**src/rtl/core/gaussian_density_eval_core_macros.svh**
```systemverilog
// Assertion macros shared by the Gaussian density core
`ifndef GAUSSIAN_DENSITY_EVAL_CORE_MACROS_SVH
`define GAUSSIAN_DENSITY_EVAL_CORE_MACROS_SVH

// Same-cycle implication, disabled while in reset
`define GDE_ASSERT_IMP(lbl, ck, rn, ante, cons, msg) \
  lbl: assert property (@(posedge ck) disable iff (!rn) (ante) |-> (cons)) else $error(msg);

// Next-cycle implication, disabled while in reset
`define GDE_ASSERT_NXT(lbl, ck, rn, ante, cons, msg) \
  lbl: assert property (@(posedge ck) disable iff (!rn) (ante) |=> (cons)) else $error(msg);

`endif

```
**src/rtl/core/gde_pkg.sv**
```systemverilog
// Package: widths, types and the exp table builder for the Gaussian density core
`timescale 1ns / 1ps
package gde_pkg;

  localparam int EXP_TABLE_ENTRIES = 256;

  localparam int DATA_W     = 32;
  localparam int CFG_AW     = 3;
  localparam int DIV_W      = DATA_W + 1;          // 2*variance
  localparam int ARG_W      = 20;                  // exponent argument below 16.0 in Q.16
  localparam int REM_W      = DIV_W + ARG_W;
  localparam int DIV_STEPS  = ARG_W / 2;           // two quotient bits per stage
  localparam int FRAC_W     = 20;
  localparam int IDX_W      = $clog2(EXP_TABLE_ENTRIES + 1);
  localparam int P_W        = ARG_W + IDX_W;
  localparam int EXP_W      = DATA_W + 1;
  localparam int PROD_W     = DATA_W + EXP_W;
  localparam int TAYLOR_TERMS = 14;
  localparam int NUM_W      = 48;
  localparam int SQRT_STEPS = DATA_W;
  localparam int CNT_W      = $clog2(NUM_W);

  localparam logic [DATA_W-1:0] INV_SQRT_2PI_Q32 = 32'd1713444047;
  localparam logic [DATA_W-1:0] VARIANCE_RESET   = 32'd65536;

  typedef enum logic {
    REG_MEAN,
    REG_VARIANCE
  } reg_idx_t;

  typedef enum logic [2:0] {
    CO_LOAD,
    CO_SQRT,
    CO_PREP,
    CO_DIV,
    CO_DONE
  } coef_state_t;

  typedef struct packed {
    logic             ovf;
    logic [ARG_W-1:0] arg;
  } arg_t;

  typedef struct packed {
    logic [DATA_W-1:0] density;
    logic              saturated;
  } res_t;

  typedef logic [EXP_W-1:0] exp_tab_t [0:EXP_TABLE_ENTRIES];

  // Samples of exp(-t) over 0..16, built from a Taylor step ratio
  function automatic exp_tab_t build_exp_tab();
    exp_tab_t    tab;
    logic [63:0] s;
    logic [63:0] term;
    logic [63:0] r;
    logic [63:0] prod;
    s    = (64'd1 << 36) / 64'(EXP_TABLE_ENTRIES);
    term = 64'd1 << 32;
    r    = term;
    for (int k = 1; k <= TAYLOR_TERMS; k++) begin
      prod = term * s;
      term = (prod >> 32) / 64'(k);
      if (k % 2 == 1) r = r - term;
      else            r = r + term;
    end
    tab[0] = EXP_W'(64'd1 << 32);
    for (int k = 1; k <= EXP_TABLE_ENTRIES; k++) begin
      prod   = 64'(tab[k-1]) * r + (64'd1 << 31);
      tab[k] = EXP_W'(prod >> 32);
    end
    return tab;
  endfunction

endpackage

```
**src/rtl/core/gde_coef.sv**
```systemverilog
// Sequential unit: coefficient 1/sqrt(2*pi*var) in Q8.24 via isqrt and division
`timescale 1ns / 1ps
module gde_coef import gde_pkg::*; (
  input  logic              clk,
  input  logic              rst_n,
  input  logic              start,
  input  logic [DATA_W-1:0] var_eff,
  output logic [DATA_W-1:0] coef,
  output logic              busy
);

  coef_state_t        state_r, state_nxt;
  logic [CNT_W-1:0]   cnt_r;
  logic [63:0]        v_r, res_r, bit_r;
  logic [63:0]        tsum;
  logic [NUM_W-1:0]   num_r;
  logic [DATA_W-1:0]  rem_r;
  logic [DATA_W-1:0]  q;
  logic [DATA_W:0]    rsh, rdif;

  // State register
  always_ff @(posedge clk) begin
    if (!rst_n) state_r <= CO_LOAD;
    else        state_r <= state_nxt;
  end

  // Next state
  always_comb begin
    state_nxt = state_r;
    unique case (state_r)
      CO_LOAD: state_nxt = CO_SQRT;
      CO_SQRT: if (cnt_r == CNT_W'(SQRT_STEPS - 1)) state_nxt = CO_PREP;
      CO_PREP: state_nxt = CO_DIV;
      CO_DIV:  if (cnt_r == CNT_W'(NUM_W - 1)) state_nxt = CO_DONE;
      CO_DONE: state_nxt = CO_DONE;
      default: state_nxt = CO_LOAD;
    endcase
    if (start) state_nxt = CO_LOAD;
  end

  // Datapath helpers
  always_comb begin
    tsum = res_r + bit_r;
    q    = (res_r[DATA_W-1:0] == '0) ? DATA_W'(1) : res_r[DATA_W-1:0];
    rsh  = {rem_r, num_r[NUM_W-1]};
    rdif = rsh - {1'b0, q};
  end

  // Step the root digit by digit, then the restoring division
  always_ff @(posedge clk) begin
    unique case (state_r)
      CO_LOAD: begin
        v_r   <= {var_eff, 32'b0};
        res_r <= '0;
        bit_r <= 64'd1 << 62;
        cnt_r <= '0;
      end
      CO_SQRT: begin
        if (v_r >= tsum) begin
          v_r   <= v_r - tsum;
          res_r <= (res_r >> 1) + bit_r;
        end else begin
          res_r <= res_r >> 1;
        end
        bit_r <= bit_r >> 2;
        cnt_r <= cnt_r + 1'b1;
      end
      CO_PREP: begin
        num_r <= (NUM_W'(INV_SQRT_2PI_Q32) << 16) + NUM_W'(q >> 1);
        rem_r <= '0;
        cnt_r <= '0;
      end
      CO_DIV: begin
        if (!rdif[DATA_W]) begin
          rem_r <= rdif[DATA_W-1:0];
          num_r <= {num_r[NUM_W-2:0], 1'b1};
        end else begin
          rem_r <= rsh[DATA_W-1:0];
          num_r <= {num_r[NUM_W-2:0], 1'b0};
        end
        cnt_r <= cnt_r + 1'b1;
      end
      default: begin
      end
    endcase
  end

  assign coef = num_r[DATA_W-1:0];
  assign busy = (state_r != CO_DONE);

endmodule

```
**config.mk**
```make
export PLATFORM = sky130hd
export DESIGN_NAME = gde_coef
export DESIGN_NICKNAME = d
export VERILOG_FILES = /design/src/rtl/core/gaussian_density_eval_core_macros.svh /design/src/rtl/core/gde_pkg.sv /design/src/rtl/core/gde_coef.sv
export SDC_FILE = /design/constraint.sdc
export NUM_CORES = 1
export LEC_CHECK = 0
export BUFFER_PORTS_ARGS = -buffer_cell sky130_fd_sc_hd__buf_2
export CAP_MARGIN = 20
export CORE_MARGIN = 8
export CORE_UTILIZATION = 30
export CTS_CLUSTER_DIAMETER = 80
export DETAILED_ROUTE_END_ITERATION = 6
export PLACE_DENSITY = 0.52
export SLEW_MARGIN = 20
export SYNTH_ARGS = -nofsm -noshare
export SYNTH_HDL_FRONTEND = slang
export SYNTH_SLANG_ARGS = --single-unit
```
**constraint.sdc**
```tcl
create_clock -name clk -period 9.3 [get_ports clk]
set_input_delay 1.86 -clock clk [delete_from_list [all_inputs] [get_ports clk]]
set_output_delay 1.86 -clock clk [all_outputs]
set_load 0.01 [all_outputs]
```
==> impl_metrics.env <==
export IMPL_status="finished, final reports clean"
export IMPL_critPathCaptureType="register"
export IMPL_synth_nets=2582
export IMPL_yosysWarnings=0
export IMPL_setup_viol_count_final=0
export IMPL_arrival_ns=7.49
export IMPL_wl_per_cell_um=18.8
export IMPL_synth_top_area_frac=0.353
export IMPL_ant_nets=0
export IMPL_clk_pin_slew_ns=0.06
export IMPL_power_frac_seq=0.268
export IMPL_n_fill_cell=7242
export IMPL_die_w_um=280
export IMPL_regArea_um2=7450
export IMPL_die_h_um=280
export IMPL_synth_enable_flop_cells=246
export IMPL_internal_power_w=0.00354
export IMPL_synth_area_um2=20900
export IMPL_grt_start_max_net_pins=92
export IMPL_num_rows=97
export IMPL_initial_core_util=0.301
export IMPL_h_tree_depth=2
export IMPL_holdPathStages=1
export IMPL_clock_fmax_mhz=138
export IMPL_syn_avg_cell_area_um2=8.78
export IMPL_p_sw_frac=0.435
export IMPL_syn_instance_count=2381
export IMPL_clockPowerShare=0.232
export IMPL_reg2reg_depth=23
export IMPL_fin_setup_tns_ns=0
export IMPL_p_sw_w=0.00273
export IMPL_clock_sinks=249
export IMPL_clock_insertion_delay_worst_skew_ns=0.57
export IMPL_dr_pass1_iters=5
export IMPL_period_needed_ns=7.23
export IMPL_synthFlopType="edfxtp_1"
export IMPL_async_reset_ff_frac=0
export IMPL_worstMarginPinSlew_ns=1.04
export IMPL_irDropWorstVdd_uv=140
export IMPL_critPathRequiredTime_ns=9.56
export IMPL_cts_made_buffers=35
export IMPL_finalHoldViolCount=0
export IMPL_reg2reg_slack_ns=2.07
export IMPL_yosys_cell_types_count=77
export IMPL_synth_area_leaders="edfxtp_1 (35%), ha_1 (9.8%), o21ai_0 (4.9%)"
export IMPL_antenna_found_initial=0
export IMPL_vias_per_cell=5.37
export IMPL_cellPowerDensity_nw_per_um2=270
export IMPL_drtIter0Drc=1291
export IMPL_grt_pass1_wl_um=98000
export IMPL_grt_overflow=0
export IMPL_r2r_start="res_r[10]"
export IMPL_port_buffers=67
export IMPL_fin_cells=3327
export IMPL_finalCritPeriodShare=0.777
export IMPL_slew_violations=0
export IMPL_nNetsFinal=2563
export IMPL_hold_path_class="register to register"
export IMPL_drv_cap=0
export IMPL_r2r_end="res_r[3]"
export IMPL_cts_setup_buffers=0
export IMPL_cts_tree="done"
export IMPL_startpoint_type="register"
export IMPL_cp_max_fo=43
export IMPL_hpwlAfterDp_um=46700
export IMPL_synth_area_leader_cell="edfxtp_1"
export IMPL_layout_drive_gt1_share=0.0855
export IMPL_worstSetupPathType="register to register"
export IMPL_final_area_um2=23200
export IMPL_dpl_cell_count=3265
export IMPL_clockRootBuffer="clkbuf_16"
export IMPL_post_cts_resized=0
export IMPL_route_detailed_drc=0
export IMPL_p_leak_nw=8.83
export IMPL_cts_hold_buf=0
export IMPL_dieArea_um2=78400
export IMPL_grt_setup_unrepaired="no"
export IMPL_grt_usage=0.154
export IMPL_postPlaceCellArea_um2=22000
export IMPL_synth_seq_cells=249
export IMPL_gp_congestion=0.866
export IMPL_fin_worst_skew_ns=0.0254
export IMPL_hold_start="num_r[36]"
export IMPL_ys_seq_area_frac=0.356
export IMPL_p_comb_frac=0.501
export IMPL_multi_input_area_um2=12600
export IMPL_core_um2=69500
export IMPL_num_vias=17868
export IMPL_ios=68
export IMPL_grt_pass1_vias=17479
export IMPL_routed_wl_um=62600
export IMPL_whs_endpoint="num_r[37]"
export IMPL_slew_headroom=0.292
export IMPL_ctsLongestPathBuffers=3
export IMPL_syn2layout_area_growth_pct=10.9
## routing by layer
layer | GRT usage | wire [um]
met1 | 0.193 | 27700
met3 | 0.0210 | 2500
met2 | 0.267 | 30300
met5 | 0 | 0
met4 | 0.0563 | 2090
## stage by stage
| stage | utilization | hold slack, ns | power [W] | setup slack, ns |
|---|---|---|---|---|
| floorplan | - | 0.482 | 0.00406 | -0.253 |
| global placement | 0.316 | 0.495 | 0.00479 | 2.36 |
| detailed placement | 0.316 | 0.493 | 0.00481 | 2.17 |
| CTS | 0.333 | 0.503 | 0.00631 | 2.13 |
| global route | 0.333 | 0.543 | 0.00671 | 1.66 |
| finish | 0.333 | 0.502 | 0.00627 | 2.07 |
## cells in the final DEF (no fill, tap or decap), types with 9 or more instances in the layout
master and instances:
a211oi_1 39, xor2_1 77, mux2i_1 28, and2_1 15
nand3_1 45, a211oi_2 9, nor2b_1 15, o21bai_1 27
nor4_1 13, clkbuf_16 35, o31ai_1 12, nor3_1 41
o21a_1 24, a21o_1 64, inv_1 83, o21ai_0 201
nand2b_1 19, a31o_2 16, edfxtp_1 246, ha_1 163
buf_4 13, nand4_1 52, a31oi_1 64, o211ai_1 22
buf_2 67, and3_1 61, a21oi_1 161, nand2_1 222
or2_2 15, xnor2_1 112, nor2_1 240, or3_1 27
## cell usage after synthesis, types with 5 or more instances
master       n
o21bai_1    27
nand4_1     52
a211oi_1    39
a21boi_0     9
nor3b_1      6
nor2_1     243
buf_1        5
mux2i_1     28
clkbuf_1    80
a31oi_1     65
a311oi_1     7
ha_1       164
a41oi_1      6
nor3_1      42
a211o_1      8
nand2_1    223
or3_1       27
a221oi_1     6
and2_1      15
a211oi_2     9
buf_4       34
nor4_1      14
buf_2       12
xor2_1      78
o21ai_0    203
edfxtp_1   246
nand3_1     45
nand2b_1    19
o211ai_1    22
and3_1      61
a21o_1      64
and4_1       6
or2_2       16
a2111oi_0    5
o31ai_1     14
o21a_1      24
a31o_2      16
a21oi_1    162
xnor2_1    112
nor2b_1     16
inv_1       85
## final cells by class
cell class	instances	area share
clock buffer	39	0.0393
antenna	1	0.000108
clock inverter	22	0.0133
tap	940	0.0507
sequential	249	0.321
timing repair buffer	80	0.0187
inverter	86	0.0140
multi-input combinational	1910	0.543
## critical path, cell delays in order, from the launching register on
cell and delay (ns):
edfxtp_1 0.54, ha_1 0.31, or2_1 0.27, a311oi_1 0.26
o31a_1 0.30, nor4_2 0.10, o2111ai_1 0.32, a21oi_1 0.20
o31ai_1 0.73, o221a_2 0.35, o21ai_0 0.10, xnor2_1 0.16
ha_1 0.40, a21o_1 0.20, a21o_1 0.17, a21oi_1 0.18
o21bai_1 0.08, a21oi_1 0.15, nor2_1 0.06, a2111o_1 0.66
o21ai_4 0.58, buf_4 0.52, or3_1 0.18, a21oi_1 0.06
## kinds of logic after synthesis
group                    Yosys count  synth area share
adder cells (fa/ha/maj)          166             0.100
AND/OR/NAND/NOR                  796             0.179
AO/OA/AOI/OAI                    728             0.223
flip-flops                       249             0.356
multiplexers                      30            0.0145
XOR/XNOR                         190            0.0796
buffers and inverters            222            0.0482
## flip-flops by register name (all words and copies together), names as in the netlist
register,count
bit_r,32
cnt_r,6
num_r,48
rem_r,32
res_r,64
state_r,3
v_r,64
## power by group through the flow
stage | clock network, W | logic [W] | registers (W)
floorplan | 0 | 0.00245 | 0.00161
global placement | 0 | 0.00309 | 0.00170
detailed placement | 0 | 0.00311 | 0.00170
CTS | 0.00149 | 0.00313 | 0.00168
global route | 0.00152 | 0.00349 | 0.00170
finish | 0.00145 | 0.00314 | 0.00168
## worst max path at each step
stage / from / to / slack (ns) / cells past startpoint
floorplan: res_r[2] / v_r[0] / -0.25 / 22
global placement: res_r[10] / res_r[9] / 2.36 / 23
detailed placement: res_r[10] / res_r[3] / 2.17 / 21
CTS: res_r[10] / res_r[3] / 2.13 / 23
global route: res_r[10] / res_r[3] / 1.66 / 23
finish: res_r[10] / res_r[3] / 2.07 / 23
No activity file was read; power rests on OpenSTA's default activity.
